### config.mk
export PLATFORM = sky130hd
export DESIGN_NAME = streaming_kth_smallest_top
export DESIGN_NICKNAME = d
export VERILOG_FILES = /design/src/design/sks_pkg.sv /design/src/design/sks_cell.sv /design/src/design/streaming_kth_smallest_top.sv
export SDC_FILE = /design/constraint.sdc
export NUM_CORES = 2
export LEC_CHECK = 0
export ABC_AREA = 1
export BUFFER_PORTS_ARGS = -buffer_cell sky130_fd_sc_hd__clkbuf_2
export CORE_UTILIZATION = 70
export DETAILED_ROUTE_END_ITERATION = 7
export PLACE_DENSITY = 0.95
export SLEW_MARGIN = 25
export SYNTH_ARGS = -nofsm -noshare
export SYNTH_HDL_FRONTEND = slang
export SYNTH_SLANG_ARGS = --single-unit
### constraint.sdc
create_clock -name aclk -period 7.55 [get_ports aclk]
set_input_delay 0.755 -clock aclk [delete_from_list [all_inputs] [get_ports aclk]]
set_output_delay 0.755 -clock aclk [all_outputs]
set_load 0.03 [all_outputs]
### src/design/sks_pkg.sv
// ----------------------------------------------------------------------------
// sks_pkg
// Shared types and fixed field widths for the streaming k-th smallest block.
// ----------------------------------------------------------------------------
package sks_pkg;

    // Fixed widths of the port fields
    localparam int SAMPLE_W = 32;
    localparam int RESULT_W = 32;
    localparam int RANK_W   = 5;

    // Per-cell control from the top level
    typedef struct packed {
        logic load;   // take the broadcast sample this cycle
        logic clear;  // return to the empty marker
        logic keep;   // cell index is below the active rank
    } sks_ctrl_t;

endpackage

### src/design/sks_cell.sv
// ----------------------------------------------------------------------------
// sks_cell
// One entry of the sorted store: compares the broadcast sample with its own
// value and, on an insert, takes either the sample or its left neighbor.
// ----------------------------------------------------------------------------
module sks_cell #(
    parameter int VALUE_WIDTH = 32
) (
    input  logic                   aclk,
    input  logic                   aresetn,
    input  sks_pkg::sks_ctrl_t     ctrl,
    input  logic [VALUE_WIDTH-1:0] sample,
    input  logic [VALUE_WIDTH-1:0] left_value,
    input  logic                   left_gt,
    output logic [VALUE_WIDTH-1:0] value,
    output logic                   gt
);

    localparam logic [VALUE_WIDTH-1:0] EMPTY = {VALUE_WIDTH{1'b1}};

    logic [VALUE_WIDTH-1:0] value_reg;
    logic [VALUE_WIDTH-1:0] value_next;

    // strict compare: equal values stay in place
    assign gt    = value_reg > sample;
    assign value = value_reg;

    // insert: shift right where the left cell is also larger
    always_comb begin
        value_next = value_reg;
        if (ctrl.clear) begin
            value_next = EMPTY;
        end else if (ctrl.load) begin
            if (!ctrl.keep) begin
                value_next = EMPTY;
            end else if (gt) begin
                value_next = left_gt ? left_value : sample;
            end
        end
    end

    always_ff @(posedge aclk) begin
        if (!aresetn) begin
            value_reg <= EMPTY;
        end else begin
            value_reg <= value_next;
        end
    end

endmodule

### src/design/streaming_kth_smallest_top.sv
// ----------------------------------------------------------------------------
// streaming_kth_smallest_top
// Keeps the k smallest values of a stream in a sorted chain of cells and
// reports the k-th smallest after the last value of the stream arrives.
// ----------------------------------------------------------------------------
//  channel  | direction | ports
//  ---------+-----------+------------------------------------------------
//  s_       | in        | s_valid, s_ready, s_sample_value, s_end_of_stream
//  m_       | out       | m_valid, m_ready, m_kth_value, m_too_few
//  cfg_     | in        | cfg_wr_en, cfg_wr_data (select_rank)
//
//  A value enters every cycle while s_ready is high; each cell compares and
//  shifts as the value is taken. A request marked end of stream starts a
//  flush: the store is read at rank k into the output register and cleared,
//  with s_ready low. The flush waits while a previous result is held on m_.
//  Synchronous active-low reset empties the store and sets the rank to 1.
// ----------------------------------------------------------------------------
module streaming_kth_smallest_top #(
    parameter int MAX_RANK    = 16,
    parameter int VALUE_WIDTH = 32
) (
    input  logic                            aclk,
    input  logic                            aresetn,
    input  logic                            cfg_wr_en,
    input  logic [sks_pkg::RANK_W-1:0]      cfg_wr_data,
    input  logic                            s_valid,
    output logic                            s_ready,
    input  logic [sks_pkg::SAMPLE_W-1:0]    s_sample_value,
    input  logic                            s_end_of_stream,
    output logic                            m_valid,
    input  logic                            m_ready,
    output logic [sks_pkg::RESULT_W-1:0]    m_kth_value,
    output logic                            m_too_few
);

    localparam int CNT_W   = $clog2(MAX_RANK + 1);
    localparam int IDX_W   = (MAX_RANK > 1) ? $clog2(MAX_RANK) : 1;
    localparam int CMP_W   = (CNT_W > sks_pkg::RANK_W) ? CNT_W : sks_pkg::RANK_W;
    localparam logic [VALUE_WIDTH-1:0] EMPTY = {VALUE_WIDTH{1'b1}};

    logic [sks_pkg::RANK_W-1:0]  rank_reg;
    logic [CNT_W-1:0]            count_reg;
    logic [CNT_W-1:0]            count_next;
    logic                        flush_reg;
    logic                        m_valid_reg;
    logic [sks_pkg::RESULT_W-1:0] kth_reg;
    logic                        too_few_reg;

    logic [CMP_W-1:0]            rank_wide;
    logic [CMP_W-1:0]            rank_eff;
    logic [CNT_W-1:0]            rank_k;
    logic [CNT_W-1:0]            rank_m1;
    logic                        accept;
    logic                        out_free;
    logic                        do_flush;
    logic [VALUE_WIDTH-1:0]      sample;

    sks_pkg::sks_ctrl_t          cell_ctrl  [MAX_RANK];
    logic [VALUE_WIDTH-1:0]      cell_value [MAX_RANK];
    logic                        cell_gt    [MAX_RANK];

    // effective rank: zero acts as one, large values clamp to MAX_RANK
    assign rank_wide = CMP_W'(rank_reg);
    always_comb begin
        priority if (rank_wide == '0) begin
            rank_eff = CMP_W'(1);
        end else if (rank_wide > CMP_W'(MAX_RANK)) begin
            rank_eff = CMP_W'(MAX_RANK);
        end else begin
            rank_eff = rank_wide;
        end
    end
    assign rank_k  = CNT_W'(rank_eff);
    assign rank_m1 = rank_k - CNT_W'(1);

    // handshake
    assign s_ready  = !flush_reg;
    assign accept   = s_valid && s_ready;
    assign out_free = !m_valid_reg || m_ready;
    assign do_flush = flush_reg && out_free;
    assign sample   = VALUE_WIDTH'(s_sample_value);

    // count: grows up to k, cut back to k if the rank was lowered
    assign count_next = (count_reg < rank_k) ? count_reg + CNT_W'(1) : rank_k;

    // chain of cells
    for (genvar i = 0; i < MAX_RANK; i++) begin : g_cell
        assign cell_ctrl[i].load  = accept;
        assign cell_ctrl[i].clear = do_flush;
        assign cell_ctrl[i].keep  = CMP_W'(i) < rank_eff;

        if (i == 0) begin : g_head
            sks_cell #(
                .VALUE_WIDTH (VALUE_WIDTH)
            ) u_cell (
                .aclk       (aclk),
                .aresetn    (aresetn),
                .ctrl       (cell_ctrl[i]),
                .sample     (sample),
                .left_value (EMPTY),
                .left_gt    (1'b0),
                .value      (cell_value[i]),
                .gt         (cell_gt[i])
            );
        end else begin : g_body
            sks_cell #(
                .VALUE_WIDTH (VALUE_WIDTH)
            ) u_cell (
                .aclk       (aclk),
                .aresetn    (aresetn),
                .ctrl       (cell_ctrl[i]),
                .sample     (sample),
                .left_value (cell_value[i-1]),
                .left_gt    (cell_gt[i-1]),
                .value      (cell_value[i]),
                .gt         (cell_gt[i])
            );
        end
    end

    // control state
    always_ff @(posedge aclk) begin
        if (!aresetn) begin
            rank_reg    <= sks_pkg::RANK_W'(1);
            count_reg   <= '0;
            flush_reg   <= 1'b0;
            m_valid_reg <= 1'b0;
        end else begin
            if (cfg_wr_en) begin
                rank_reg <= cfg_wr_data;
            end
            if (do_flush) begin
                count_reg <= '0;
            end else if (accept) begin
                count_reg <= count_next;
            end
            if (accept && s_end_of_stream) begin
                flush_reg <= 1'b1;
            end else if (do_flush) begin
                flush_reg <= 1'b0;
            end
            if (do_flush) begin
                m_valid_reg <= 1'b1;
            end else if (m_ready) begin
                m_valid_reg <= 1'b0;
            end
        end
    end

    // result register: read the store at rank k
    always_ff @(posedge aclk) begin
        if (do_flush) begin
            if (count_reg < rank_k) begin
                kth_reg     <= {sks_pkg::RESULT_W{1'b1}};
                too_few_reg <= 1'b1;
            end else begin
                kth_reg     <= sks_pkg::RESULT_W'(cell_value[rank_m1[IDX_W-1:0]]);
                too_few_reg <= 1'b0;
            end
        end
    end

    assign m_valid     = m_valid_reg;
    assign m_kth_value = kth_reg;
    assign m_too_few   = too_few_reg;

    // assertions
    a_last_flush : assert property (@(posedge aclk) disable iff (!aresetn)
        (accept && s_end_of_stream) |=> flush_reg)
        else $error("end of stream did not start a flush");

    a_flush_done : assert property (@(posedge aclk) disable iff (!aresetn)
        do_flush |=> (count_reg == '0 && m_valid_reg && !flush_reg))
        else $error("flush did not clear store and present result");

    a_count_max : assert property (@(posedge aclk) disable iff (!aresetn)
        count_reg <= CNT_W'(MAX_RANK))
        else $error("kept count beyond store depth");

    for (genvar j = 1; j < MAX_RANK; j++) begin : g_sorted
        a_sorted : assert property (@(posedge aclk) disable iff (!aresetn)
            cell_value[j-1] <= cell_value[j])
            else $error("store out of order");
    end

endmodule
# After elaboration in Yosys (flattened, before gate mapping)
# Cells that the tools add are included.
[totals]
latchBits = 0
rom_bits = 0
n_memories = 0
regBits = 557
input_bits = 43
ramBits = 0
[op_classes]
muxes = 58
shift = 0
div_mod_pow = 0
multipliers = 0
reduce_logical = 26
n_lt_le_gt_ge = 35
eq_ne = 16
bitwise = 2
add_sub_neg = 2
[ops]
columns = ["operator", "n"]
rows = [
  ["$mux 32", 49],
  ["$gt 32x32->1", 16],
  ["$bmux 32 s4", 1],
  ["$lt 4x5->1 const A", 8],
  ["$reduce_and 2->1", 16],
  ["$ne 2x1->1 const B", 15],
  ["$lt 3x5->1 const A", 4],
  ["$mux 5", 3],
  ["$lt 1x5->1 const A", 2],
  ["$lt 2x5->1 const A", 2],
  ["$add 5x1->5 const B", 1],
  ["$ge 5x5->1 const B", 1],
  ["$gt 5x5->1 const B", 1],
  ["$logic_not 5->1", 1],
  ["$lt 5x5->1", 1],
  ["$mux 1", 5],
  ["$not 4->5", 1],
  ["$reduce_bool 2->1", 2],
  ["$sub 4x1->4 const B", 1],
  ["$logic_and 1x1->1", 3],
  ["$logic_not 1->1", 2],
  ["$ne 2x2->1 const B", 1],
  ["$reduce_or 2->1", 1],
  ["$logic_or 1x1->1", 1],
  ["$not 1->1", 1],
]

# Depth between registers and ports, before layout
[depth]
ltp_word = 8
depth_mapped = 20

# Cells and area by module
# A second synthesis with hierarchy kept.
[unflattened]
hier_cells = 7032
area_unflattened_um2 = 46427.0
[by_module_without_submodules]
columns = ["module", "area_each_um2", "seq_area_each_um2", "instances", "cells_per_inst"]
rows = [
  ["sks_cell", 2467.4, 640.6, 16, 366],
  ["streaming_kth_smallest_top", 6949.2, 1231.2, 1, 1176],
]

# Worst setup path before layout
# OpenSTA, ideal clock, no wires.
[synth_timing]
path_kind = "input to register"
from = "input port s_sample_value[31] in the netlist's numbering"
to = "register g_cell[1].g_body.u_cell.value_reg[10]"
arrival_ns = 3.114
setup_ns = 0.134
setup_slack_ns = 4.303
path_stages = 17
n_path_buf = 3
cell_sequence = "clkbuf_1 > clkbuf_1 > inv_1 > ha_1 > nand2_1 > nor2_1 > and2_1 > nand3b_1 > nor2_1 > nand2_1 > nand2_2 > nand2_2 > nand2_1 > nand2_2 > buf_4 > nand2_1 > nand3_1"
[synth_via]
elab_chain_cells = 4
[synth_rtl]
columns = ["element", "line_no", "source"]
rows = [
  ["start: declaration", "streaming_kth_smallest_top.sv:28", "input logic [sks_pkg::SAMPLE_W-1:0] s_sample_value,"],
  ["$gt 32x32->1", "sks_cell.sv:25", "assign gt = value_reg > sample;"],
  ["$mux 32", "sks_cell.sv:37", "value_next = left_gt ? left_value : sample;"],
  ["$mux 32", "sks_cell.sv:36", "end else if (gt) begin"],
  ["$mux 32", "sks_cell.sv:34", "if (!ctrl.keep) begin"],
  ["end signal: assignment", "sks_cell.sv:46", "value_reg <= value_next;"],
  ["end: declaration", "sks_cell.sv:21", "logic [VALUE_WIDTH-1:0] value_reg;"],
]
# Parallel ways exist; a longest one is shown, timed or not. The select of a mux whose other input is x is not followed.
# A chain may end at the register's enable or synchronous reset.

# Worst setup path after layout
[layout_timing]
from = "register rank_reg[4] in the netlist's numbering"
to = "register kth_reg, in the netlist m_kth_value[13] (data pin)"
[layout_via]
elab_chain_cells = 8
[layout_rtl]
columns = ["element", "line_no", "source"]
rows = [
  ["start: declaration", "streaming_kth_smallest_top.sv:41", "logic [sks_pkg::RANK_W-1:0] rank_reg;"],
  ["start signal: assignment", "streaming_kth_smallest_top.sv:124", "rank_reg <= sks_pkg::RANK_W'(1);"],
  ["start signal: assignment", "streaming_kth_smallest_top.sv:130", "rank_reg <= cfg_wr_data;"],
  ["$gt 5x5->1", "streaming_kth_smallest_top.sv:67", "end else if (rank_wide > CMP_W'(MAX_RANK)) begin"],
  ["$mux 5", "streaming_kth_smallest_top.sv:67", ""],
  ["$mux 5 (*)", "streaming_kth_smallest_top.sv:65", "priority if (rank_wide == '0) begin"],
  ["$sub 4x1->4", "streaming_kth_smallest_top.sv:74", "assign rank_m1 = rank_k - CNT_W'(1);"],
  ["$not 4->5 (implied by the code)", "streaming_kth_smallest_top.sv:157", "kth_reg <= sks_pkg::RESULT_W'(cell_value[rank_m1[IDX_W-1:0]]);"],
  ["$bmux 32 s4", "streaming_kth_smallest_top.sv:157", ""],
  ["$mux 32 (implied by the code) (2 in a row)", "streaming_kth_smallest_top.sv:157", ""],
  ["end signal: assignment", "streaming_kth_smallest_top.sv:154", "kth_reg <= {sks_pkg::RESULT_W{1'b1}};"],
  ["end signal: assignment", "streaming_kth_smallest_top.sv:157", ""],
  ["end: declaration", "streaming_kth_smallest_top.sv:46", "logic [sks_pkg::RESULT_W-1:0] kth_reg;"],
]
# Every way passes the cells marked *; elsewhere a longest branch is shown, timed or not. The select of a mux whose other input is x is not followed.

==> impl_metrics.py <==
metrics = {
    "run_status": {
        "outcome": "complete, but fails checks",
        "failed_checks": "design-rule violations",
    },
    "cells_and_area": {
        "finalNonFillerCells": 7330,
        "nNetsFinal": 7055,
        "area_delta_synth_final_pct": 5.44,
        "largest_register_ffs": 480,
        "n_fill_cell": 4794,
        "final_layout_size_suffix_gt1_frac": 0.0523,
        "final_core_util": 0.752,
        "fin_area_um2": 45700,
    },
    "hold_path": {
        "hold_path_depth": 2,
        "hp-start": "cfg_wr_en",
        "holdPathEnd": "rank_reg[0]",
        "hold_path_class": "in -> reg",
    },
    "setup_path": {
        "max_stage_delay_ns": 0.84,
        "cp_top_family": "buffers and inverters",
        "critPathRequiredTime_ns": 8.01,
        "worst-path-buf-inv": 4,
        "worstPathCellList": "buf_4, inv_2, nand2_8, ha_4, buf_4, buf_4, o21ai_0, o221ai_1, o211ai_1, nand3_1",
        "regToRegSetupSlack_ns": 2.46,
        "crit_start": "rank_reg[4]",
        "path_common_cell": "buf_4",
        "slowest_stage": "buf_4",
        "r2r-start": "rank_reg[4]",
        "cp-start-kind": "flip-flop",
        "end_kind": "flip-flop",
        "arrival_ns": 5.56,
        "crit_fanout": 70,
        "reg2reg_to": "m_kth_value[13]",
        "criticalPathCategory": "reg -> reg",
        "ff2ff_path_depth": 10,
    },
    "floorplanning": {
        "start_util": 0.714,
        "ios": 78,
        "dieArea_um2": 62900,
        "die_height_um": 251,
        "placementRows": 90,
        "core-area_um2": 60700,
        "chipWidth_um": 251,
    },
    "place": {
        "dp.cells": 7207,
        "place_ws_ns": 2.41,
        "io_buffers": 77,
        "hpwlAfterDp_um": 104000,
        "routabilityCongestion": 0.991,
        "placed_cell_area_um2": 43400,
    },
    "sta": {
        "min_period_ns": 5.09,
        "setup_viol": 0,
        "period_share": 0.675,
        "finClkSkew_ns": 0.0165,
        "hold_violations": 0,
        "rsz0062_at_grt": "no",
        "hold_ws_ns": 0.383,
        "maxSlewViolCount": 0,
        "tightest_slew_ns": 1.46,
        "fin_ws_ns": 2.46,
        "final.setup.tns_ns": 0,
        "maxSlewHeadroom": 0.0272,
        "fmax_ghz": 0.196,
    },
    "cts": {
        "tritoncts": "done",
        "clockRootBuffer": "clkbuf_16",
        "postCtsSetupRepairBufs": 0,
        "cts_resized": 0,
        "cts.reportedPaths.clkPinSlew_ns": 0.06,
        "cts_sinks": 557,
        "clock_path_buffers": 3,
        "cts_hold_buf": 0,
        "ctsHtreeMaxLevel": 3,
        "cts_buffers": 66,
        "clock_latency_ns": 0.63,
    },
    "yosys": {
        "yosys_warnings": 0,
        "synth_nets": 7319,
        "synth.top_cell.area_share": 0.242,
        "synthDistinctLibCells": 37,
        "ys.flop_type": "dfxtp_1",
        "synthArstFlopShare": 0,
        "synth.area.top_cells": "dfxtp_1, nand2_1, nand3_1",
        "netlist_area_um2": 43300,
        "syn_inst": 6758,
        "yosys.area.top_type": "dfxtp_1",
        "synth_seq_area_share": 0.265,
        "synth_edf_count": 33,
        "postSynthAreaPerCell_um2": 6.41,
        "synth-seq-cells": 557,
    },
    "grt": {
        "grt_pass1_wl_um": 245000,
        "antenna_found_initial": 5,
        "grt_start_max_net_pins": 227,
        "grt_usage": 0.480,
        "grt_pass1_vias": 46524,
        "grt_overflow": 0,
    },
    "power_and_ir_drop": {
        "irDropWorstVdd_v": 0.000231,
        "power_density_nw_per_um2": 243,
        "power.leakage_nw": 22.1,
        "power_mw": 11.1,
    },
    "drt": {
        "wl_per_cell_um": 21.3,
        "vias": 49873,
        "wl_um": 156000,
        "first_iter_violations": 7736,
        "viasPerCell": 6.80,
        "drc_errors": 15,
        "dr.pass1.iters": 8,
        "ant_nets": 0,
    },
    "flow_run": {
        "maxCapViolCount": 0,
    },
}
cell usage after synthesis, types with 67 or more instances:
master,instances
nand3_1,1514
o211ai_1,132
inv_1,183
a21oi_1,229
clkbuf_1,337
o21ai_1,67
dfxtp_1,524
ha_1,518
nand2_1,2127
buf_2,150
nor2_1,470
o21ai_0,232
cells by family (layout without fill, tap and decap cells):
| logic type | count (synthesis) | count (layout) | share of synthesized area |
|---|---|---|---|
| buf+inv | 709 | 495 | 0.0667 |
| simple gates | 4155 | 4155 | 0.407 |
| flops | 557 | 557 | 0.265 |
| other cells | 0 | 4 | 0 |
| xor+xnor | 4 | 4 | 0.000809 |
| compound gates | 815 | 815 | 0.111 |
| fa+ha+maj | 518 | 518 | 0.150 |
worst max path at each step:
stage	slack [ns]	end	cells past startpoint
CTS	2.90	m_kth_value[13]	10
detailed placement	2.41	g_cell[1].g_body.u_cell.value[30]	14
global placement	2.47	g_cell[1].g_body.u_cell.value[16]	14
global route	2.49	m_kth_value[13]	10
finish	2.46	m_kth_value[13]	10
floorplan	4.30	g_cell[1].g_body.u_cell.value[10]	17
layer usage:
metal  share of wire  GRT usage  vias up  routed length, µm
met4           0.075      0.329        2              11700
met5        0.000083          0        -                 13
li1                -          -    22457                  -
met2            0.42      0.744     4187              66100
met1            0.35      0.587    22182              54900
met3            0.15      0.121     1045              23200
power by group:
part / switching, mW / internal (mW)
Clock: 1.39 / 1.92
Sequential: 0.373 / 3.29
Combinational: 2.81 / 1.31
Total: 4.57 / 6.53
layout by cell type (no fill, tap or decap), drive strengths merged:
cell	count
edfxtp	33
inv	199
bufinv	2
ha	518
o21ai	303
o21bai	1
and2	1
a21oi	247
clkinv	12
nor3	2
diode	4
nor3b	1
a211oi	1
clkinvlp	3
nand3b	1
o22ai	62
nand2	2131
o21a	17
buf	101
nor2	471
nand4	33
xnor2	1
a21o	21
xor2	3
nor4	1
dfxtp	524
nand3	1514
o221ai	31
o211ai	132
clkbuf	178
final cells by class:
cell class,count,area (µm²),area share
Antenna cell,4,10.0,0.000219
Clock buffer,101,2030,0.0444
Clock inverter,17,145,0.00318
Inverter,199,757,0.0166
Multi-Input combinational cell,5492,29100,0.636
Sequential cell,557,11500,0.251
Tap cell,782,978,0.0214
Timing Repair Buffer,178,1210,0.0265
worst reg2reg max path, cell delays in order (launching register included):
cell and delay, ns:
dfxtp_1 0.31, buf_4 0.49, inv_2 0.29, nand2_8 0.48, ha_4 0.62, buf_4 0.70
buf_4 0.87, o21ai_0 0.24, o221ai_1 0.43, o211ai_1 0.26, nand3_1 0.25
Power figures use the tool's default switching activity.
